<file path="config.mk">
export PLATFORM = sky130hd
export DESIGN_NAME = line_editor_word_wrap
export DESIGN_NICKNAME = d
export VERILOG_FILES = /design/src/sv/lew_pkg.sv /design/src/sv/lew_decode.sv /design/src/sv/line_editor_word_wrap.sv
export VERILOG_INCLUDE_DIRS = /design/src /design/src/sv
export SDC_FILE = /design/constraint.sdc
export NUM_CORES = 1
export LEC_CHECK = 0
export BUFFER_PORTS_ARGS = -buffer_cell sky130_fd_sc_hd__buf_2
export CAP_MARGIN = 15
export CORE_MARGIN = 2
export CORE_UTILIZATION = 50
export DETAILED_ROUTE_END_ITERATION = 16
export PLACE_DENSITY_LB_ADDON = 0.2
export SLEW_MARGIN = 30
export SYNTH_ARGS = -nofsm -noshare
export SYNTH_HDL_FRONTEND = slang
export SYNTH_SLANG_ARGS = --single-unit
</file>
<file path="constraint.sdc">
create_clock -name clk_i -period 11.8 [get_ports clk_i]
set_input_delay 2.36 -clock clk_i [delete_from_list [all_inputs] [get_ports clk_i]]
set_output_delay 2.36 -clock clk_i [all_outputs]
set_load 0.05 [all_outputs]
</file>
<file path="src/sv/line_editor_word_wrap_macros.svh">
`ifndef LINE_EDITOR_WORD_WRAP_MACROS_SVH
`define LINE_EDITOR_WORD_WRAP_MACROS_SVH

`ifndef SYNTH

// property must hold at every clock out of reset
`define LEW_ASSERT(name, prop) \
  name: assert property (@(posedge clk_i) disable iff (!rst_ni) (prop)) \
    else $error("lew assertion failed");

// expression must never be true out of reset
`define LEW_ASSERT_NEVER(name, expr) \
  name: assert property (@(posedge clk_i) disable iff (!rst_ni) !(expr)) \
    else $error("lew assertion failed");

`else

`define LEW_ASSERT(name, prop)
`define LEW_ASSERT_NEVER(name, expr)

`endif

`endif

</file>
<file path="src/sv/lew_pkg.sv">
package lew_pkg;

  typedef enum logic [2:0] {
    ACT_ECHO    = 3'd0,
    ACT_ERASE   = 3'd1,
    ACT_BELL    = 3'd2,
    ACT_NEWLINE = 3'd3,
    ACT_EXIT    = 3'd4
  } action_e;

  typedef enum logic [2:0] {
    CMD_RUBOUT,
    CMD_KILL,
    CMD_WERASE,
    CMD_EOF,
    CMD_NEWLINE,
    CMD_PRINT,
    CMD_OTHER
  } cmd_e;

  localparam logic [7:0] KEY_DEL   = 8'h7F;
  localparam logic [7:0] KEY_BS    = 8'h08;
  localparam logic [7:0] KEY_CTRLU = 8'h15;
  localparam logic [7:0] KEY_CTRLW = 8'h17;
  localparam logic [7:0] KEY_CTRLD = 8'h04;
  localparam logic [7:0] KEY_LF    = 8'h0A;
  localparam logic [7:0] KEY_CR    = 8'h0D;
  localparam logic [7:0] KEY_SPACE = 8'h20;
  localparam logic [7:0] KEY_TAB   = 8'h09;
  localparam logic [7:0] PRINT_LO  = 8'd32;
  localparam logic [7:0] PRINT_HI  = 8'd126;

  function automatic logic is_blank(logic [7:0] c);
    return (c == KEY_SPACE) || (c == KEY_TAB);
  endfunction

endpackage

</file>
<file path="src/sv/lew_decode.sv">
module lew_decode (
  input  logic [7:0]   byte_i,
  output lew_pkg::cmd_e cmd_o
);

  always_comb begin
    unique case (byte_i) inside
      lew_pkg::KEY_DEL, lew_pkg::KEY_BS: cmd_o = lew_pkg::CMD_RUBOUT;
      lew_pkg::KEY_CTRLU:                cmd_o = lew_pkg::CMD_KILL;
      lew_pkg::KEY_CTRLW:                cmd_o = lew_pkg::CMD_WERASE;
      lew_pkg::KEY_CTRLD:                cmd_o = lew_pkg::CMD_EOF;
      lew_pkg::KEY_LF, lew_pkg::KEY_CR:  cmd_o = lew_pkg::CMD_NEWLINE;
      [lew_pkg::PRINT_LO:lew_pkg::PRINT_HI]: cmd_o = lew_pkg::CMD_PRINT;
      default:                           cmd_o = lew_pkg::CMD_OTHER;
    endcase
  end

endmodule

</file>
<file path="src/sv/line_editor_word_wrap.sv">
// Line editor with word wrap. Each typed byte is taken on the input channel and answered by a
// run of display words on the output channel (echo, erase n, bell, newline, exit); the last
// word of a run carries last_of_run. A byte that causes nothing (Ctrl-U on an empty line, any
// byte after exit) gives no word. The line lives in a one-port-read, one-port-write memory of
// LINE_WIDTH+1 bytes with a registered read, walked one entry per cycle while the output is
// not stalled. Ctrl-W walks back over the trailing blanks and then the last word, and a wrap
// does a backward search for the last blank, then reads the head and tail back in order,
// copying the tail to the front as it goes. A new byte is taken once the previous run has
// been placed in the output register.
module line_editor_word_wrap #(
  parameter int LINE_WIDTH = 40
) (
  input  logic       clk_i,
  input  logic       rst_ni,
  input  logic       in_valid_i,
  output logic       in_stall_o,
  input  logic [7:0] typed_byte_i,
  output logic       out_valid_o,
  input  logic       out_stall_i,
  output logic [2:0] action_o,
  output logic [7:0] glyph_o,
  output logic [5:0] erase_count_o,
  output logic       last_of_run_o
);

`include "line_editor_word_wrap_macros.svh"

  localparam int         Depth = LINE_WIDTH + 1;
  localparam int         AW    = $clog2(Depth);
  localparam logic [5:0] LW6   = 6'(LINE_WIDTH);
  localparam logic [5:0] DEP6  = 6'(Depth);

  typedef enum logic [9:0] {
    S_IDLE   = 10'b00_0000_0001,
    S_CMD    = 10'b00_0000_0010,
    S_WBLANK = 10'b00_0000_0100,
    S_WWORD  = 10'b00_0000_1000,
    S_WDONE  = 10'b00_0001_0000,
    S_SEARCH = 10'b00_0010_0000,
    S_ERASE  = 10'b00_0100_0000,
    S_HEAD   = 10'b00_1000_0000,
    S_NL     = 10'b01_0000_0000,
    S_TAIL   = 10'b10_0000_0000
  } state_e;

  state_e      state_q, state_d;
  logic [5:0]  fill_q, fill_d;
  logic [5:0]  start_q, start_d;
  logic [5:0]  idx_q, idx_d;
  logic [5:0]  split_q, split_d;
  logic        halted_q, halted_d;
  logic [7:0]  byte_q;
  logic [7:0]  rdata_q;
  logic [7:0]  mem [Depth];

  logic        rd_en, wr_en;
  logic [AW-1:0] rd_addr, wr_addr;
  logic [7:0]  wr_data;
  logic [5:0]  rd_idx, tail_len;

  logic        emit, e_last;
  lew_pkg::action_e e_act;
  logic [7:0]  e_glyph;
  logic [5:0]  e_cnt;

  logic        out_valid_q, last_q;
  lew_pkg::action_e act_q;
  logic [7:0]  glyph_q;
  logic [5:0]  cnt_q;
  logic        out_free, rblank;
  lew_pkg::cmd_e cmd;

  lew_decode u_decode (
    .byte_i (byte_q),
    .cmd_o  (cmd)
  );

  assign in_stall_o = (state_q != S_IDLE);
  assign out_free   = !out_valid_q || !out_stall_i;
  assign rblank     = lew_pkg::is_blank(rdata_q);
  assign tail_len   = DEP6 - split_q;
  assign rd_addr    = rd_idx[AW-1:0];

  always_comb begin
    state_d  = state_q;
    fill_d   = fill_q;
    start_d  = start_q;
    idx_d    = idx_q;
    split_d  = split_q;
    halted_d = halted_q;
    rd_en    = 1'b0;
    rd_idx   = '0;
    wr_en    = 1'b0;
    wr_addr  = fill_q[AW-1:0];
    wr_data  = byte_q;
    emit     = 1'b0;
    e_act    = lew_pkg::ACT_BELL;
    e_glyph  = '0;
    e_cnt    = '0;
    e_last   = 1'b0;

    unique case (state_q)
      S_IDLE: begin
        if (in_valid_i) begin
          state_d = S_CMD;
        end
      end

      S_CMD: begin
        if (halted_q) begin
          state_d = S_IDLE;
        end else begin
          unique case (cmd)
            lew_pkg::CMD_RUBOUT: begin
              if (out_free) begin
                emit    = 1'b1;
                e_last  = 1'b1;
                state_d = S_IDLE;
                if (fill_q != '0) begin
                  e_act  = lew_pkg::ACT_ERASE;
                  e_cnt  = 6'd1;
                  fill_d = fill_q - 6'd1;
                end
              end
            end
            lew_pkg::CMD_KILL: begin
              if (fill_q == '0) begin
                state_d = S_IDLE;
              end else if (out_free) begin
                emit    = 1'b1;
                e_last  = 1'b1;
                e_act   = lew_pkg::ACT_ERASE;
                e_cnt   = fill_q;
                fill_d  = '0;
                state_d = S_IDLE;
              end
            end
            lew_pkg::CMD_WERASE: begin
              start_d = fill_q;
              if (fill_q == '0) begin
                state_d = S_WDONE;
              end else begin
                rd_en   = 1'b1;
                rd_idx  = fill_q - 6'd1;
                state_d = S_WBLANK;
              end
            end
            lew_pkg::CMD_EOF: begin
              if (out_free) begin
                emit    = 1'b1;
                e_last  = 1'b1;
                state_d = S_IDLE;
                if (fill_q == '0) begin
                  e_act    = lew_pkg::ACT_EXIT;
                  halted_d = 1'b1;
                end
              end
            end
            lew_pkg::CMD_NEWLINE: begin
              if (out_free) begin
                emit    = 1'b1;
                e_last  = 1'b1;
                e_act   = lew_pkg::ACT_NEWLINE;
                fill_d  = '0;
                state_d = S_IDLE;
              end
            end
            lew_pkg::CMD_PRINT: begin
              wr_en = 1'b1;
              if (fill_q == LW6) begin
                fill_d  = DEP6;
                idx_d   = LW6 - 6'd1;
                split_d = LW6;
                rd_en   = 1'b1;
                rd_idx  = LW6 - 6'd1;
                state_d = S_SEARCH;
              end else if (out_free) begin
                emit    = 1'b1;
                e_last  = 1'b1;
                e_act   = lew_pkg::ACT_ECHO;
                e_glyph = byte_q;
                fill_d  = fill_q + 6'd1;
                state_d = S_IDLE;
              end
            end
            default: begin
              if (out_free) begin
                emit    = 1'b1;
                e_last  = 1'b1;
                state_d = S_IDLE;
              end
            end
          endcase
        end
      end

      S_WBLANK: begin
        if (rblank) begin
          fill_d = fill_q - 6'd1;
          if (fill_q == 6'd1) begin
            state_d = S_WDONE;
          end else begin
            rd_en  = 1'b1;
            rd_idx = fill_q - 6'd2;
          end
        end else begin
          state_d = S_WWORD;
        end
      end

      S_WWORD: begin
        if (!rblank) begin
          fill_d = fill_q - 6'd1;
          if (fill_q == 6'd1) begin
            state_d = S_WDONE;
          end else begin
            rd_en  = 1'b1;
            rd_idx = fill_q - 6'd2;
          end
        end else begin
          state_d = S_WDONE;
        end
      end

      S_WDONE: begin
        if (out_free) begin
          emit    = 1'b1;
          e_last  = 1'b1;
          state_d = S_IDLE;
          if (start_q != fill_q) begin
            e_act = lew_pkg::ACT_ERASE;
            e_cnt = start_q - fill_q;
          end
        end
      end

      S_SEARCH: begin
        if (rblank) begin
          split_d = idx_q + 6'd1;
          state_d = S_ERASE;
        end else if (idx_q == '0) begin
          state_d = S_ERASE;
        end else begin
          idx_d  = idx_q - 6'd1;
          rd_en  = 1'b1;
          rd_idx = idx_q - 6'd1;
        end
      end

      S_ERASE: begin
        if (out_free) begin
          emit    = 1'b1;
          e_act   = lew_pkg::ACT_ERASE;
          e_cnt   = LW6;
          idx_d   = '0;
          rd_en   = 1'b1;
          rd_idx  = '0;
          state_d = S_HEAD;
        end
      end

      S_HEAD: begin
        if (out_free) begin
          emit    = 1'b1;
          e_act   = lew_pkg::ACT_ECHO;
          e_glyph = rdata_q;
          if (idx_q + 6'd1 == split_q) begin
            state_d = S_NL;
          end else begin
            idx_d  = idx_q + 6'd1;
            rd_en  = 1'b1;
            rd_idx = idx_q + 6'd1;
          end
        end
      end

      S_NL: begin
        if (out_free) begin
          emit    = 1'b1;
          e_act   = lew_pkg::ACT_NEWLINE;
          idx_d   = '0;
          rd_en   = 1'b1;
          rd_idx  = split_q;
          state_d = S_TAIL;
        end
      end

      S_TAIL: begin
        if (out_free) begin
          emit    = 1'b1;
          e_act   = lew_pkg::ACT_ECHO;
          e_glyph = rdata_q;
          wr_en   = 1'b1;
          wr_addr = idx_q[AW-1:0];
          wr_data = rdata_q;
          if (idx_q + 6'd1 == tail_len) begin
            e_last  = 1'b1;
            fill_d  = tail_len;
            state_d = S_IDLE;
          end else begin
            idx_d  = idx_q + 6'd1;
            rd_en  = 1'b1;
            rd_idx = split_q + idx_q + 6'd1;
          end
        end
      end

      default: begin
        state_d = S_IDLE;
      end
    endcase
  end

  always_ff @(posedge clk_i) begin
    if (wr_en) begin
      mem[wr_addr] <= wr_data;
    end
    if (rd_en) begin
      rdata_q <= mem[rd_addr];
    end
  end

  always_ff @(posedge clk_i) begin
    if (state_q == S_IDLE && in_valid_i) begin
      byte_q <= typed_byte_i;
    end
    if (emit) begin
      act_q   <= e_act;
      glyph_q <= e_glyph;
      cnt_q   <= e_cnt;
      last_q  <= e_last;
    end
  end

  always_ff @(posedge clk_i or negedge rst_ni) begin
    if (!rst_ni) begin
      state_q     <= S_IDLE;
      fill_q      <= '0;
      start_q     <= '0;
      idx_q       <= '0;
      split_q     <= '0;
      halted_q    <= 1'b0;
      out_valid_q <= 1'b0;
    end else begin
      state_q  <= state_d;
      fill_q   <= fill_d;
      start_q  <= start_d;
      idx_q    <= idx_d;
      split_q  <= split_d;
      halted_q <= halted_d;
      if (emit) begin
        out_valid_q <= 1'b1;
      end else if (!out_stall_i) begin
        out_valid_q <= 1'b0;
      end
    end
  end

  assign out_valid_o   = out_valid_q;
  assign action_o      = act_q;
  assign glyph_o       = glyph_q;
  assign erase_count_o = cnt_q;
  assign last_of_run_o = last_q;

  `LEW_ASSERT(a_idle_fill, (state_q == S_IDLE) |-> (fill_q <= LW6))
  `LEW_ASSERT(a_halt_silent, (halted_q && !out_valid_q) |=> !out_valid_q)
  `LEW_ASSERT(a_head_in_range, (state_q == S_HEAD) |-> (idx_q < split_q && split_q <= LW6))
  `LEW_ASSERT_NEVER(a_tail_in_range, (state_q == S_TAIL) && (7'(split_q) + 7'(idx_q) > 7'(LW6)))

endmodule

</file>
==> impl_summary.txt <==
----------------------------------------------------
[CTS]
  Insertion delay of the later-clocked pin in the worst-skew pair ... 0.59 ns
  Count of cells resized by post-cts repair ... 0
  Maximum clock path buffer count ... 3
  Maximum level of the CTS H-tree ... 2
  Hold_buf cts ... 0
  Sinks on the clock net ... 398
  Clock tree from TritonCTS ... yes
  Clock slew at the register clock pins of the worst setup and hold paths ... 0.06 ns
  Number of CTS-inserted buffers ... 43
  Clock root buffer ... sky130_fd_sc_hd__clkbuf_16
  Setup Buffers After CTS ... 0

[Final layout]
  Count of nets after finishing ... 1574
  Layout-stage area growth over the synthesis result ... 11.0%
  Number of non-filler instances in the completed layout ... 2086
  Fraction of final layout cells with drive strength greater than 1 ... 10.7%
  # diodes ... 0

[Floorplanning]
  Effective utilization at floorplan ... 50.5%
  Die height ... 199 um
  Placement Rows ... 71
  Core box area ... 0.0375 mm2
  Die W ... 199 um
  Num ports ... 32
  Die outline area ... 0.0395 mm2

[Power and ir drop]
  Worst voltage drop across the vdd grid ... 0.156 mV
  Switching part of the total power ... 30.5%
  Comb pwr share ... 18.5%
  Clock network fraction of design power ... 35.9%
  NetSw ... 1.15 mW
  Power density normalized to cell area ... 180 mW/mm2
  Cell-internal power ... 2.63 mW
  Sequential Power Share ... 45.6%
  Leakage ... 7.59 nW

[Route]
  Number of DRC markers in iteration 0 ... 1333
  Total number of vias ... 13000
  Via-per-instance ratio ... 6.25
  Routed wire per std cell ... 25.4 um
  Drt drc ... 0
  Number of nets with antenna violations after routing ... 0
  Pre-Repair DR Iteration Count ... 6
  WL final ... 53000 um

[Outcome]
  Run status ... complete, no violations

[Synth]
  Cell types with the highest counts after synthesis ... 362 x sky130_fd_sc_hd__edfxtp_1, 163 x sky130_fd_sc_hd__nand2_1, 117 x sky130_fd_sc_hd__nor2_1, 95 x sky130_fd_sc_hd__mux2i_1, 75 x sky130_fd_sc_hd__a211oi_1
  Dominant register cell in the synthesized netlist ... sky130_fd_sc_hd__edfxtp_1
  Count of flip-flops with a built-in enable after synthesis ... 362
  Post-Syn Nets ... 1558
  Number of storage elements in the synthesis netlist ... 398
  Share of flip-flops with an asynchronous set or reset after synthesis ... 9.05%
  Largest area contributor in the synthesized netlist ... sky130_fd_sc_hd__edfxtp_1
  Number of distinct standard cells referenced by the synthesized netlist ... 88
  Syn. warnings ... 0
  Number of instances in the synthesized netlist ... 1524
  Average size of a mapped cell ... 12.4 um2
  Cell Area, Synth ... 0.0189 mm2
  Area share of the largest cell type after synthesis ... 57.4%
  Share of synthesized area occupied by flip-flops and latches ... 62.1%
  Cell with the most instances after synthesis ... sky130_fd_sc_hd__edfxtp_1
  Largest cells by area after synthesis ... sky130_fd_sc_hd__edfxtp_1 57%, sky130_fd_sc_hd__mux2i_1 5.0%, sky130_fd_sc_hd__dfrtp_1 4.6%, sky130_fd_sc_hd__nand2_1 3.2%, sky130_fd_sc_hd__a211oi_1 3.0%

[Global route]
  Residual overflow from global routing ... 0
  Overall global routing resource usage ... 27.5%
  Via count of the first global-routing pass ... 12600
  Global routing met2 resource utilization ... 44.3%
  Met3 layer usage reported by global route ... 4.05%
  Maximum number of pins on one net before global-route repair ... 61
  Met1 usage ... 38.0%
  Antenna violations before repair ... 0
  First-pass GRT wire length ... 80200 um
  Most heavily used metal layer in global routing ... met2

[Flow run]
  Number of maximum-capacitance constraint violations ... 0

[Timing]
  Setup Total Neg Slack ... 0 ns
  Share of the clock period used by the worst path after layout ... 52.1%
  Rel. slew slack ... 32.2%
  Max Transition Viols Final ... 0
  Post-layout minimum cycle time ... 6.15 ns
  Final setup viols ... 0
  Max Clk Rate ... 163 MHz
  Worst slew pin tran ... 1.01 ns
  RSZ-0062 raised after global routing ... false
  Final Hold Viols ... 0
  Setup WS post-layout ... 5.65 ns
  Worst Skew ... 0.0289 ns

[Worst setup path]
  Crit path max-delay cell type ... sky130_fd_sc_hd__and2_1
  CP Data Required Time ... 12.11 ns
  Launch point of the worst path ... out_stall_i
  Element type at the critical path start ... input pin
  Crit Reg-Reg Startpoint ... idx_q[0]$_DFFE_PN0P_
  Maximum single-stage delay on the critical path ... 0.72 ns
  Crit path capture type ... flip-flop
  Worst-path maximum fanout ... 60
  Critical path, cell by cell ... buf_2 -> and2_1 -> nor3_1 -> a221o_1 -> a2111oi_4 -> buf_4 -> buf_4 -> nor2b_1 -> a211oi_1 -> a211oi_1 -> or3_1 -> o31ai_1 -> a21oi_1
  Critical path type ... input pin to flip-flop
  Worst endpoint data arrival time ... 6.46 ns

[Placement]
  Number of placed instances with taps included ... 2006
  Final HPWL DP ... 34900 um
  Setup slack at placement ... 5.15 ns
  Routability cong. ... 0.944
  PortBufs ... 31

[Hold path]
  Origin of the worst min-delay path ... start_q[2]$_DFFE_PN0P_
  Kind of path behind the tightest hold check ... flip-flop to flip-flop

----------------------------------------------------
## critical path: cells and delay by family
family,cells,cell delay [ns]
simple gates,4,1.43
compound gates,6,1.29
buf+inv,3,1.29
## cell usage in the layout (no fill, tap or decap), types with 16 or more instances in the layout
cell,Yosys,final
sky130_fd_sc_hd__o22ai_1,16,16
sky130_fd_sc_hd__nand2_1,163,163
sky130_fd_sc_hd__nor2_1,117,109
sky130_fd_sc_hd__xnor2_1,16,16
sky130_fd_sc_hd__a31oi_1,17,17
sky130_fd_sc_hd__inv_1,26,26
sky130_fd_sc_hd__ha_1,20,20
sky130_fd_sc_hd__nand4_1,16,16
sky130_fd_sc_hd__edfxtp_1,362,362
sky130_fd_sc_hd__xor2_1,17,17
sky130_fd_sc_hd__nor3_1,25,25
sky130_fd_sc_hd__a21oi_1,41,40
sky130_fd_sc_hd__clkbuf_16,0,43
sky130_fd_sc_hd__or3_1,17,17
sky130_fd_sc_hd__buf_2,22,30
sky130_fd_sc_hd__mux2i_1,95,95
sky130_fd_sc_hd__a211oi_1,75,75
sky130_fd_sc_hd__nand3_1,31,31
sky130_fd_sc_hd__and2_1,26,26
sky130_fd_sc_hd__nor2b_1,37,37
sky130_fd_sc_hd__dfrtp_1,35,35
sky130_fd_sc_hd__buf_4,14,29
sky130_fd_sc_hd__o21ai_0,66,65
## metal layers
layer	vias to the layer above	routed length (um)
met5	-	0
met4	0	1920
met3	131	4050
met1	6450	22000
met2	598	25000
li1	5868	-
## flip-flops by register name, indices dropped and copies added (netlist names)
signal	cells
mem	328
state_q	10
byte_q	8
glyph_o	8
rdata_q	8
erase_count_o	6
fill_q	6
idx_q	6
split_q	6
start_q	6
action_o	3
halted_q	1
last_of_run_o	1
out_valid_o	1
## worst paths after layout
path	endpoint	slack (ns)	depth (start not counted)
setup / recovery	rdata_q[1]$_DFFE_PP_	5.65	13
hold / removal	start_q[2]$_DFFE_PN0P_	0.49	2
setup reg to reg	rdata_q[2]$_DFFE_PP_	5.96	13
hold reg to reg	start_q[2]$_DFFE_PN0P_	0.49	2
max in group asynchronous	state_q[0]$_DFFE_PN1P_	9.67	1
min in group asynchronous	start_q[4]$_DFFE_PN0P_	1.75	1
## power by group through the flow
| stage | Clock, mW | Combinational, mW | Sequential, mW |
|---|---|---|---|
| final | 1.36 | 0.699 | 1.73 |
| after global routing | 1.43 | 0.757 | 1.73 |
| after CTS | 1.38 | 0.690 | 1.72 |
| after detailed placement | 0 | 0.688 | 1.75 |
| after global placement | 0 | 0.676 | 1.75 |
| after floorplan | 0 | 0.495 | 1.72 |
## logic make-up after synthesis
kind of cell / Yosys count / synth area share [%]
compound gates: 347 / 13.2
flops: 398 / 62.1
mux: 108 / 5.85
xor+xnor: 35 / 1.73
buf+inv: 116 / 2.88
fa+ha+maj: 22 / 1.53
simple gates: 498 / 12.7
## final cells by class
| class | instances | area [um2] |
|---|---|---|
| Clock buffer | 49 | 1100 |
| Timing Repair Buffer | 60 | 395 |
| Sequential cell | 398 | 11800 |
| Multi-Input combinational cell | 1010 | 6710 |
| Inverter | 27 | 101 |
| Clock inverter | 31 | 325 |
| Tap cell | 511 | 639 |
| Fill cell | 3144 | 16500 |
## per-stage QoR
step | instance area [um2] | util, % | hold slack, ns | total power, mW
after global routing | 21000 | 56.1 | 0.534 | 3.92
final | 21000 | 56.1 | 0.487 | 3.79
after global placement | 19500 | 52.1 | 0.471 | 2.43
after CTS | 21000 | 56.0 | 0.492 | 3.79
after detailed placement | 19600 | 52.2 | 0.479 | 2.44
after floorplan | 18900 | - | 0.454 | 2.21
(Power assumes the default switching activity.)
